`src/hw/rtl/rtcde_pkg.sv`:
```
// Types, constants and helper functions of the RTC date to epoch seconds block.
// No dependencies; used by every RTL file of the block.
package rtcde_pkg;

    localparam int unsigned CFG_IDX_W  = 2;
    localparam int unsigned CFG_DATA_W = 11;
    localparam int unsigned SECS_W     = 35;
    localparam int unsigned DAYS_W     = 20;
    localparam int unsigned TOD_W      = 20;
    localparam int unsigned PROD_W     = 37;
    localparam int unsigned STAGES     = 6;

    localparam logic [CFG_IDX_W-1:0] CFG_DATA_BINARY  = 2'd0;
    localparam logic [CFG_IDX_W-1:0] CFG_HOUR_MODE_24 = 2'd1;
    localparam logic [CFG_IDX_W-1:0] CFG_EPOCH_YEAR   = 2'd2;

    localparam logic [CFG_DATA_W-1:0] EPOCH_YEAR_RESET = 11'd1970;

    localparam logic [7:0]  RAW_MIN_WRAP   = 8'd60;
    localparam logic [7:0]  RAW_HOUR_WRAP  = 8'd24;
    localparam logic [7:0]  HALF_DAY_HOURS = 8'd12;
    localparam logic [7:0]  MONTHS_IN_YEAR = 8'd13;
    localparam logic [7:0]  YEAR_2100      = 8'd100;
    localparam logic [7:0]  YEAR_2200      = 8'd200;
    localparam logic [11:0] BASE_YEAR      = 12'd2000;
    localparam logic [9:0]  LEAPS_BEFORE_BASE = 10'd485;
    localparam logic [11:0] ROUND_UP_100   = 12'd99;
    localparam logic [11:0] ROUND_UP_400   = 12'd399;
    localparam logic [11:0] ROUND_UP_4     = 12'd3;
    localparam logic [12:0] RECIP_100      = 13'd5243;
    localparam logic [8:0]  DAYS_PER_YEAR  = 9'd365;
    localparam logic [16:0] SECS_PER_DAY   = 17'd86400;
    localparam logic [11:0] SECS_PER_HOUR  = 12'd3600;
    localparam logic [5:0]  SECS_PER_MIN   = 6'd60;
    localparam logic [3:0]  FULL_YEAR_IDX  = 4'd12;
    localparam logic [3:0]  MARCH_IDX      = 4'd2;
    localparam logic [SECS_W-1:0] SECS_MAX = '1;

    typedef struct packed {
        logic data_binary;
        logic hour_mode_24;
    } mode_t;

    typedef struct packed {
        logic [7:0] second;
        logic [7:0] minute;
        logic [7:0] hour;
        logic [7:0] day;
        logic [7:0] month;
        logic [7:0] year;
    } fields_t;

    function automatic logic [7:0] bcd_byte(input logic [7:0] b);
        logic [7:0] lo;
        logic [7:0] hi;
        lo = {4'd0, b[3:0]};
        hi = {4'd0, b[7:4]} * 8'd10;
        return lo + hi;
    endfunction

    // days before month idx+1 in a common year; idx 12 is the whole year
    function automatic logic [8:0] days_before(input logic [3:0] idx);
        logic [8:0] d;
        unique case (idx)
            4'd0:    d = 9'd0;
            4'd1:    d = 9'd31;
            4'd2:    d = 9'd59;
            4'd3:    d = 9'd90;
            4'd4:    d = 9'd120;
            4'd5:    d = 9'd151;
            4'd6:    d = 9'd181;
            4'd7:    d = 9'd212;
            4'd8:    d = 9'd243;
            4'd9:    d = 9'd273;
            4'd10:   d = 9'd304;
            4'd11:   d = 9'd334;
            default: d = 9'd365;
        endcase
        return d;
    endfunction

endpackage

```
`src/hw/rtl/rtcde_if.sv`:
```
// Valid/ready channels of the RTC date to epoch seconds block.
// Depends on rtcde_pkg for the result width.
interface rtcde_date_if;
    logic       valid;
    logic       ready;
    logic [7:0] raw_second;
    logic [7:0] raw_minute;
    logic [7:0] raw_hour;
    logic [7:0] raw_day;
    logic [7:0] raw_month;
    logic [7:0] raw_year;

    modport source (output valid, raw_second, raw_minute, raw_hour, raw_day, raw_month,
                    raw_year, input ready);
    modport sink   (input valid, raw_second, raw_minute, raw_hour, raw_day, raw_month,
                    raw_year, output ready);
endinterface

interface rtcde_secs_if;
    logic                        valid;
    logic                        ready;
    logic [rtcde_pkg::SECS_W-1:0] seconds_since_epoch;

    modport source (output valid, seconds_since_epoch, input ready);
    modport sink   (input valid, seconds_since_epoch, output ready);
endinterface

```
`src/hw/rtl/rtcde_decode.sv`:
```
// Field decoder: wrap of raw 60/24 values, BCD decode and 12-hour mapping.
// Depends on rtcde_pkg.
module rtcde_decode
(
    input  rtcde_pkg::fields_t raw,
    input  rtcde_pkg::mode_t   mode,
    output rtcde_pkg::fields_t dec
);

    logic [7:0] sec0;
    logic [7:0] min0;
    logic [7:0] hr0;
    logic [7:0] sec1;
    logic [7:0] min1;
    logic [7:0] hr1;
    logic [7:0] day1;
    logic [7:0] mon1;
    logic [7:0] yr1;
    logic [7:0] h12;
    logic [7:0] hr2;

    assign sec0 = (raw.second == rtcde_pkg::RAW_MIN_WRAP) ? 8'd0 : raw.second;
    assign min0 = (raw.minute == rtcde_pkg::RAW_MIN_WRAP) ? 8'd0 : raw.minute;
    assign hr0  = (raw.hour == rtcde_pkg::RAW_HOUR_WRAP) ? 8'd0 : raw.hour;

    always_comb
    begin
        if (mode.data_binary)
        begin
            sec1 = sec0;
            min1 = min0;
            hr1  = hr0;
            day1 = raw.day;
            mon1 = raw.month;
            yr1  = raw.year;
        end
        else
        begin
            sec1 = rtcde_pkg::bcd_byte(sec0);
            min1 = rtcde_pkg::bcd_byte(min0);
            // PM bit survives the decode
            hr1  = ({4'd0, hr0[3:0]} + {5'd0, hr0[6:4]} * 8'd10) | {hr0[7], 7'd0};
            day1 = rtcde_pkg::bcd_byte(raw.day);
            mon1 = rtcde_pkg::bcd_byte(raw.month);
            yr1  = rtcde_pkg::bcd_byte(raw.year);
        end
    end

    always_comb
    begin
        h12 = {1'b0, hr1[6:0]};
        if (h12 == rtcde_pkg::HALF_DAY_HOURS)
        begin
            h12 = 8'd0;
        end
        if (hr1[7])
        begin
            h12 = h12 + rtcde_pkg::HALF_DAY_HOURS;
        end
        hr2 = mode.hour_mode_24 ? hr1 : h12;
    end

    assign dec.second = (sec1 == rtcde_pkg::RAW_MIN_WRAP) ? 8'd0 : sec1;
    assign dec.minute = min1;
    assign dec.hour   = hr2;
    assign dec.day    = day1;
    assign dec.month  = mon1;
    assign dec.year   = yr1;

endmodule

```
`src/hw/rtl/rtc_date_to_epoch_seconds_top.sv`:
```
// Top level of the RTC date to epoch seconds converter.
// Depends on rtcde_pkg, rtcde_if and rtcde_decode.
//
// Converts one set of raw clock-chip date/time bytes per request into whole
// seconds since January 1 of the configured epoch year. The datapath is a
// six-stage pipeline: decode and reciprocal multiplies, year/leap/month
// terms, year-days multiply and time-of-day sum, day total, days-to-seconds
// multiply, final add with saturation. A new request is taken every cycle unless
// the pipeline is full and the output is stalled. Each stage has its own ready,
// so bubbles are squeezed out while the output is stalled. Registers are written
// through cfg_write_en/cfg_index/cfg_data; the user must write them only while no
// request is in flight, as the block itself does not enforce it.
module rtc_date_to_epoch_seconds_top
(
    input  logic                                clk,
    input  logic                                rst_n,
    input  logic                                cfg_write_en,
    input  logic [rtcde_pkg::CFG_IDX_W-1:0]     cfg_index,
    input  logic [rtcde_pkg::CFG_DATA_W-1:0]    cfg_data,
    rtcde_date_if.sink                          date,
    rtcde_secs_if.source                        epoch
);

    localparam int unsigned NS = rtcde_pkg::STAGES;

    logic                              data_binary_reg;
    logic                              hour_mode_24_reg;
    logic [rtcde_pkg::CFG_DATA_W-1:0]  epoch_year_reg;

    logic [NS-1:0] valid_reg;
    logic [NS-1:0] valid_next;
    logic [NS-1:0] stage_ready;

    rtcde_pkg::mode_t   mode;
    rtcde_pkg::fields_t raw;
    rtcde_pkg::fields_t dec_next;

    // stage 1
    rtcde_pkg::fields_t                s1_dec_reg;
    logic [rtcde_pkg::CFG_DATA_W-1:0]  s1_ey_reg;
    logic [9:0]                        s1_ceil4_reg;
    logic [24:0]                       s1_p100_reg;
    logic [24:0]                       s1_p400_reg;
    logic [11:0]                       ey_sum4;
    logic [11:0]                       ey_sum100;
    logic [11:0]                       ey_sum400;

    // stage 2
    logic [11:0] s2_yd_reg;
    logic [9:0]  s2_ldiff_reg;
    logic [8:0]  s2_mdays_reg;
    logic [7:0]  s2_dday_reg;
    logic [19:0] s2_hsec_reg;
    logic [13:0] s2_msec_reg;
    logic [11:0] full_year;
    logic        after_epoch;
    logic        leap;
    logic [8:0]  yr_sum4;
    logic [9:0]  leaps_year;
    logic [9:0]  leaps_epoch;
    logic [3:0]  mon_idx;
    logic [11:0] yd_next;
    logic [9:0]  ldiff_next;
    logic [8:0]  mdays_next;
    logic [7:0]  dday_next;

    // stage 3
    logic [20:0]                  s3_yd365_reg;
    logic [10:0]                  s3_extra_reg;
    logic [rtcde_pkg::TOD_W-1:0]  s3_tod_reg;

    // stage 4
    logic [rtcde_pkg::DAYS_W-1:0] s4_days_reg;
    logic [rtcde_pkg::TOD_W-1:0]  s4_tod_reg;

    // stage 5
    logic [rtcde_pkg::PROD_W-1:0] s5_prod_reg;
    logic [rtcde_pkg::TOD_W-1:0]  s5_tod_reg;

    // stage 6
    logic [rtcde_pkg::SECS_W-1:0] s6_secs_reg;
    logic [rtcde_pkg::PROD_W-1:0] total_next;

    // configuration
    always_ff @(posedge clk or negedge rst_n)
    begin
        if (!rst_n)
        begin
            data_binary_reg  <= 1'b0;
            hour_mode_24_reg <= 1'b1;
            epoch_year_reg   <= rtcde_pkg::EPOCH_YEAR_RESET;
        end
        else if (cfg_write_en)
        begin
            unique case (cfg_index)
                rtcde_pkg::CFG_DATA_BINARY:  data_binary_reg  <= cfg_data[0];
                rtcde_pkg::CFG_HOUR_MODE_24: hour_mode_24_reg <= cfg_data[0];
                rtcde_pkg::CFG_EPOCH_YEAR:   epoch_year_reg   <= cfg_data;
                default:
                begin
                end
            endcase
        end
    end

    // pipeline control
    always_comb
    begin
        stage_ready[NS-1] = !valid_reg[NS-1] || epoch.ready;
        for (int i = NS - 2; i >= 0; i--)
        begin
            stage_ready[i] = !valid_reg[i] || stage_ready[i+1];
        end
        valid_next[0] = stage_ready[0] ? date.valid : valid_reg[0];
        for (int i = 1; i < NS; i++)
        begin
            valid_next[i] = stage_ready[i] ? valid_reg[i-1] : valid_reg[i];
        end
    end

    always_ff @(posedge clk or negedge rst_n)
    begin
        if (!rst_n)
        begin
            valid_reg <= '0;
        end
        else
        begin
            valid_reg <= valid_next;
        end
    end

    assign date.ready          = stage_ready[0];
    assign epoch.valid         = valid_reg[NS-1];
    assign epoch.seconds_since_epoch = s6_secs_reg;

    // stage 1: decode, epoch leap-count reciprocals
    assign mode.data_binary  = data_binary_reg;
    assign mode.hour_mode_24 = hour_mode_24_reg;
    assign raw.second = date.raw_second;
    assign raw.minute = date.raw_minute;
    assign raw.hour   = date.raw_hour;
    assign raw.day    = date.raw_day;
    assign raw.month  = date.raw_month;
    assign raw.year   = date.raw_year;

    rtcde_decode u_decode
    (
        .raw  (raw),
        .mode (mode),
        .dec  (dec_next)
    );

    assign ey_sum4   = {1'b0, epoch_year_reg} + rtcde_pkg::ROUND_UP_4;
    assign ey_sum100 = {1'b0, epoch_year_reg} + rtcde_pkg::ROUND_UP_100;
    assign ey_sum400 = {1'b0, epoch_year_reg} + rtcde_pkg::ROUND_UP_400;

    always_ff @(posedge clk)
    begin
        if (stage_ready[0])
        begin
            s1_dec_reg   <= dec_next;
            s1_ey_reg    <= epoch_year_reg;
            s1_ceil4_reg <= ey_sum4[11:2];
            s1_p100_reg  <= {1'b0, ey_sum100} * {12'd0, rtcde_pkg::RECIP_100};
            s1_p400_reg  <= {1'b0, ey_sum400} * {12'd0, rtcde_pkg::RECIP_100};
        end
    end

    // stage 2: whole years, leap difference, month and day offsets
    always_comb
    begin
        full_year   = rtcde_pkg::BASE_YEAR + {4'd0, s1_dec_reg.year};
        after_epoch = full_year > {1'b0, s1_ey_reg};
        // calendar year is 2000..2255: only 2100 and 2200 break the 4-year rule
        leap = (s1_dec_reg.year[1:0] == 2'b00) && (s1_dec_reg.year != rtcde_pkg::YEAR_2100)
            && (s1_dec_reg.year != rtcde_pkg::YEAR_2200);
        yr_sum4    = {1'b0, s1_dec_reg.year} + 9'd3;
        leaps_year = rtcde_pkg::LEAPS_BEFORE_BASE + {3'd0, yr_sum4[8:2]}
            - {9'd0, (s1_dec_reg.year > rtcde_pkg::YEAR_2100)}
            - {9'd0, (s1_dec_reg.year > rtcde_pkg::YEAR_2200)};
        leaps_epoch = s1_ceil4_reg - {4'd0, s1_p100_reg[24:19]}
            + {6'd0, s1_p400_reg[24:21]};
        yd_next    = after_epoch ? (full_year - {1'b0, s1_ey_reg}) : 12'd0;
        ldiff_next = after_epoch ? (leaps_year - leaps_epoch) : 10'd0;

        if (s1_dec_reg.month >= rtcde_pkg::MONTHS_IN_YEAR)
        begin
            mon_idx = rtcde_pkg::FULL_YEAR_IDX;
        end
        else
        begin
            mon_idx = 4'(s1_dec_reg.month - 8'd1);
        end
        if (s1_dec_reg.month == 8'd0)
        begin
            mdays_next = 9'd0;
        end
        else
        begin
            mdays_next = rtcde_pkg::days_before(mon_idx)
                + {8'd0, (leap && (mon_idx >= rtcde_pkg::MARCH_IDX))};
        end
        dday_next = (s1_dec_reg.day == 8'd0) ? 8'd0 : (s1_dec_reg.day - 8'd1);
    end

    always_ff @(posedge clk)
    begin
        if (stage_ready[1])
        begin
            s2_yd_reg    <= yd_next;
            s2_ldiff_reg <= ldiff_next;
            s2_mdays_reg <= mdays_next;
            s2_dday_reg  <= dday_next;
            s2_hsec_reg  <= {12'd0, s1_dec_reg.hour} * {8'd0, rtcde_pkg::SECS_PER_HOUR};
            s2_msec_reg  <= {6'd0, s1_dec_reg.minute} * {8'd0, rtcde_pkg::SECS_PER_MIN}
                + {6'd0, s1_dec_reg.second};
        end
    end

    // stage 3
    always_ff @(posedge clk)
    begin
        if (stage_ready[2])
        begin
            s3_yd365_reg <= {9'd0, s2_yd_reg} * {12'd0, rtcde_pkg::DAYS_PER_YEAR};
            s3_extra_reg <= {1'b0, s2_ldiff_reg} + {2'd0, s2_mdays_reg} + {3'd0, s2_dday_reg};
            s3_tod_reg   <= s2_hsec_reg + {6'd0, s2_msec_reg};
        end
    end

    // stage 4
    always_ff @(posedge clk)
    begin
        if (stage_ready[3])
        begin
            s4_days_reg <= s3_yd365_reg[rtcde_pkg::DAYS_W-1:0]
                + {{(rtcde_pkg::DAYS_W-11){1'b0}}, s3_extra_reg};
            s4_tod_reg  <= s3_tod_reg;
        end
    end

    // stage 5
    always_ff @(posedge clk)
    begin
        if (stage_ready[4])
        begin
            s5_prod_reg <= {17'd0, s4_days_reg} * {20'd0, rtcde_pkg::SECS_PER_DAY};
            s5_tod_reg  <= s4_tod_reg;
        end
    end

    // stage 6: final sum, saturate
    assign total_next = s5_prod_reg
        + {{(rtcde_pkg::PROD_W-rtcde_pkg::TOD_W){1'b0}}, s5_tod_reg};

    always_ff @(posedge clk)
    begin
        if (stage_ready[5])
        begin
            if (total_next[rtcde_pkg::PROD_W-1:rtcde_pkg::SECS_W] != '0)
            begin
                s6_secs_reg <= rtcde_pkg::SECS_MAX;
            end
            else
            begin
                s6_secs_reg <= total_next[rtcde_pkg::SECS_W-1:0];
            end
        end
    end

endmodule

```
`src/flat_wrapper.sv`:
```
// flat-port wrapper written by rule: the top's interface ports become plain ports
module rtc_date_to_epoch_seconds_top_flat 
  (clk, rst_n, cfg_write_en, cfg_index, cfg_data, date_valid, date_raw_second, date_raw_minute, date_raw_hour, date_raw_day, date_raw_month, date_raw_year, date_ready, epoch_valid, epoch_seconds_since_epoch, epoch_ready);
  rtcde_date_if date_i ();
  rtcde_secs_if epoch_i ();
  input  logic clk;
  input  logic rst_n;
  input  logic cfg_write_en;
  input  logic [rtcde_pkg::CFG_IDX_W-1:0] cfg_index;
  input  logic [rtcde_pkg::CFG_DATA_W-1:0] cfg_data;
  input wire logic [$bits(date_i.valid)-1:0] date_valid;
  input wire logic [$bits(date_i.raw_second)-1:0] date_raw_second;
  input wire logic [$bits(date_i.raw_minute)-1:0] date_raw_minute;
  input wire logic [$bits(date_i.raw_hour)-1:0] date_raw_hour;
  input wire logic [$bits(date_i.raw_day)-1:0] date_raw_day;
  input wire logic [$bits(date_i.raw_month)-1:0] date_raw_month;
  input wire logic [$bits(date_i.raw_year)-1:0] date_raw_year;
  output wire logic [$bits(date_i.ready)-1:0] date_ready;
  output wire logic [$bits(epoch_i.valid)-1:0] epoch_valid;
  output wire logic [$bits(epoch_i.seconds_since_epoch)-1:0] epoch_seconds_since_epoch;
  input wire logic [$bits(epoch_i.ready)-1:0] epoch_ready;
  assign date_i.valid = date_valid;
  assign date_i.raw_second = date_raw_second;
  assign date_i.raw_minute = date_raw_minute;
  assign date_i.raw_hour = date_raw_hour;
  assign date_i.raw_day = date_raw_day;
  assign date_i.raw_month = date_raw_month;
  assign date_i.raw_year = date_raw_year;
  assign date_ready = date_i.ready;
  assign epoch_valid = epoch_i.valid;
  assign epoch_seconds_since_epoch = epoch_i.seconds_since_epoch;
  assign epoch_i.ready = epoch_ready;
  rtc_date_to_epoch_seconds_top u_core (.clk(clk), .rst_n(rst_n), .cfg_write_en(cfg_write_en), .cfg_index(cfg_index), .cfg_data(cfg_data), .date(date_i), .epoch(epoch_i));
endmodule
```
`config.mk`:
```
export PLATFORM = sky130hd
export DESIGN_NAME = rtc_date_to_epoch_seconds_top_flat
export DESIGN_NICKNAME = d
export VERILOG_FILES = /design/src/hw/rtl/rtcde_pkg.sv /design/src/hw/rtl/rtcde_if.sv /design/src/hw/rtl/rtcde_decode.sv /design/src/hw/rtl/rtc_date_to_epoch_seconds_top.sv /design/src/flat_wrapper.sv
export SDC_FILE = /design/constraint.sdc
export NUM_CORES = 1
export LEC_CHECK = 0
export BUFFER_PORTS_ARGS = -buffer_cell sky130_fd_sc_hd__buf_2
export CORE_ASPECT_RATIO = 1.2
export CORE_UTILIZATION = 45
export DETAILED_ROUTE_END_ITERATION = 8
export GPL_ROUTABILITY_DRIVEN = 0
export PLACE_DENSITY = 0.69
export REMOVE_ABC_BUFFERS = 1
export SYNTH_ARGS = -nofsm -noshare
export SYNTH_HDL_FRONTEND = slang
export SYNTH_HIERARCHICAL = 1
export SYNTH_SLANG_ARGS = --single-unit
```
`constraint.sdc`:
```
create_clock -name clk -period 8.84 [get_ports clk]
set_input_delay 1.768 -clock clk [delete_from_list [all_inputs] [get_ports clk]]
set_output_delay 1.768 -clock clk [all_outputs]
set_load 0.02 [all_outputs]
```
==> results_dict.tcl <==
set metrics [dict create \
    status "complete, no violations" \
    gr-usage-all-layers 0.164 \
    synth.most_common_cell "inv_1" \
    rows 105 \
    ys_ff_latch 343 \
    drtIter0Drc 859 \
    io_pins 103 \
    hold_path.class "reg2reg" \
    setup_tns_ps 0 \
    clock_latency_ps 560 \
    drive_above_1_share 0.0738 \
    synth_top_area_cell "edfxtp_1" \
    fmax_mhz 140 \
    required_ps 9130 \
    viasPerCell 4.98 \
    ant_nets 0 \
    crit_top_cell "inv_1" \
    antenna_found_initial 0 \
    finalSetupViolCount 0 \
    fin_crit_ps 7150 \
    die_y_um 289 \
    start_util 0.454 \
    grt_pass1_wl_um 93500 \
    cts_setup_buffers 0 \
    min_period_over_period 0.809 \
    cp_max_fo 16 \
    overflow 0 \
    diodes 0 \
    clk_pin_slew_worst_paths_ps 60 \
    dp_hpwl_um 45200 \
    grt_max_degree 57 \
    tightest_slew_ps 1090 \
    drc 0 \
    cts_repair_resize_count 0 \
    syn_inst 2907 \
    cts_buffers 38 \
    rsz0062_at_grt "false" \
    synth_area_leaders "edfxtp_1 31%, ha_1 19%, fa_1 15%" \
    largest_reg_flops 48 \
    wl_per_cell_um 13.9 \
    drtPass1Iterations 5 \
    maxCapViolCount 0 \
    synth_enable_flop_cells 324 \
    cts.sinks 343 \
    cts_tree "done" \
    syn_area_um2 31000 \
    slowest_stage "dfrtp_1" \
    synth_ff_type "edfxtp_1" \
    root_buffer "clkbuf_16" \
    ctsHtreeMaxLevel 2 \
    ys_seq_area_frac 0.330 \
    synth_top_area_frac 0.314 \
    ff_latch_area_um2 10200 \
    yosysWarnings 6 \
    maxSlewViolCount 0 \
    max_slew_margin 0.268 \
    postCtsHoldBufs 0 \
    skew_ps 23.5 \
    die_area_um2 69900 \
    die_w_um 241 \
    io_buffers 102 \
    finalHoldViolCount 0 \
    area_growth_pct 8.83 \
    routed_wl_um 54800 \
    fillCellCount 6123 \
    coreArea_um2 68200 \
    path_class "reg2reg" \
    layout.nets 3779 \
    vias 19600 \
    critPathCaptureType "register" \
    slowest_delay_ps 560 \
    avgSynthCellArea_um2 10.6 \
    synthArstFlopShare 0.0554 \
    cp-start-kind "register" \
    ys_types 89 \
    crit_arrival_ps 7440 \
    cts_buffer_depth 3 \
    grt_pass1_vias 19900 \
    multi_input_area_um2 18300 \
    netlist_top_cells_count "585 x inv_1, 482 x ha_1, 324 x edfxtp_1" \
]
==> worst paths after layout <==
check	to	cells past startpoint	from	slack [ps]
max	u_core/s1_p400_reg[24]	26	u_core/epoch_year_reg[0]	1690
min	u_core/s4_tod_reg[15]	0	u_core/s3_tod_reg[15]	420
max reg2reg	u_core/s1_p400_reg[24]	26	u_core/epoch_year_reg[0]	1690
min reg2reg	u_core/s4_tod_reg[15]	0	u_core/s3_tod_reg[15]	420
max in group asynchronous	u_core/data_binary_reg	1	rst_n	7130
min in group asynchronous	u_core/epoch_year_reg[6]	1	rst_n	1240
==> cell families after synthesis <==
kind of cell               synth area share
xor gates and xnor gates             0.0620
and+or+nand+nor                      0.0921
muxes                                0.0108
AOI/OAI and AO/OA                    0.0866
DFF                                   0.330
adders and majority gates             0.340
buffers and inverters                0.0783
==> critical path: cells and delay by family, from the launching register on <==
| kind | cells | cell delay, ps |
|---|---|---|
| and+or+nand+nor | 5 | 860 |
| DFF | 1 | 560 |
| xor gates and xnor gates | 2 | 440 |
| AOI/OAI and AO/OA | 6 | 1330 |
| adders and majority gates | 7 | 3020 |
| buffers and inverters | 6 | 670 |
==> cell type report <==
class	instances	area share
Clock inverter	25	0.00687
Timing Repair Buffer	110	0.0169
Sequential cell	343	0.303
Multi-Input combinational cell	1927	0.544
Tap cell	909	0.0338
Clock buffer	43	0.0294
Inverter	586	0.0653
==> placed cells by master (no fill, tap or decap), drive strengths merged, types with 7 or more instances in the layout <==
cell type and instances:
xor2 83, buf 110, o21bai 17, or3 10, dfstp 8, nand2 121
nor2 127, o21a 13, a21o 45, and3 21, xnor2 136, a211oi 22
o211ai 13, o31a 7, and2 25, inv 589, o31ai 11, mux2 18
o21ai 100, edfxtp 324, dfrtp 11, nor3b 8, nor3 50, a31oi 27
clkinv 18, mux2i 13, clkbuf 43, nor2b 40, a21oi 103, nand4 20
nand2b 27, fa 225, ha 482, nand3 55, o2111ai 7, or2 8
nor4 12
==> metal layers <==
layer	up-vias	track usage	wire length, µm
met4	0	0.0483	1400
met3	87	0.0208	1520
met1	9226	0.204	24400
met5	-	0	0
met2	247	0.295	27400
li1	10100	-	-
==> stage by stage <==
step	area [µm²]	instances	util	setup WS, ps	hold WS [ps]
after floorplan	30700	2856	-	1660	400
after global placement	32500	3875	0.476	1910	402
after detailed placement	32500	3875	0.476	1740	405
after CTS	33700	3943	0.494	1740	416
after global routing	33700	3943	0.494	1290	420
final	33700	3943	0.494	1690	416
Power is not shown: default switching activity piles up to over one toggle a cycle in this logic, so the estimate is an artifact.
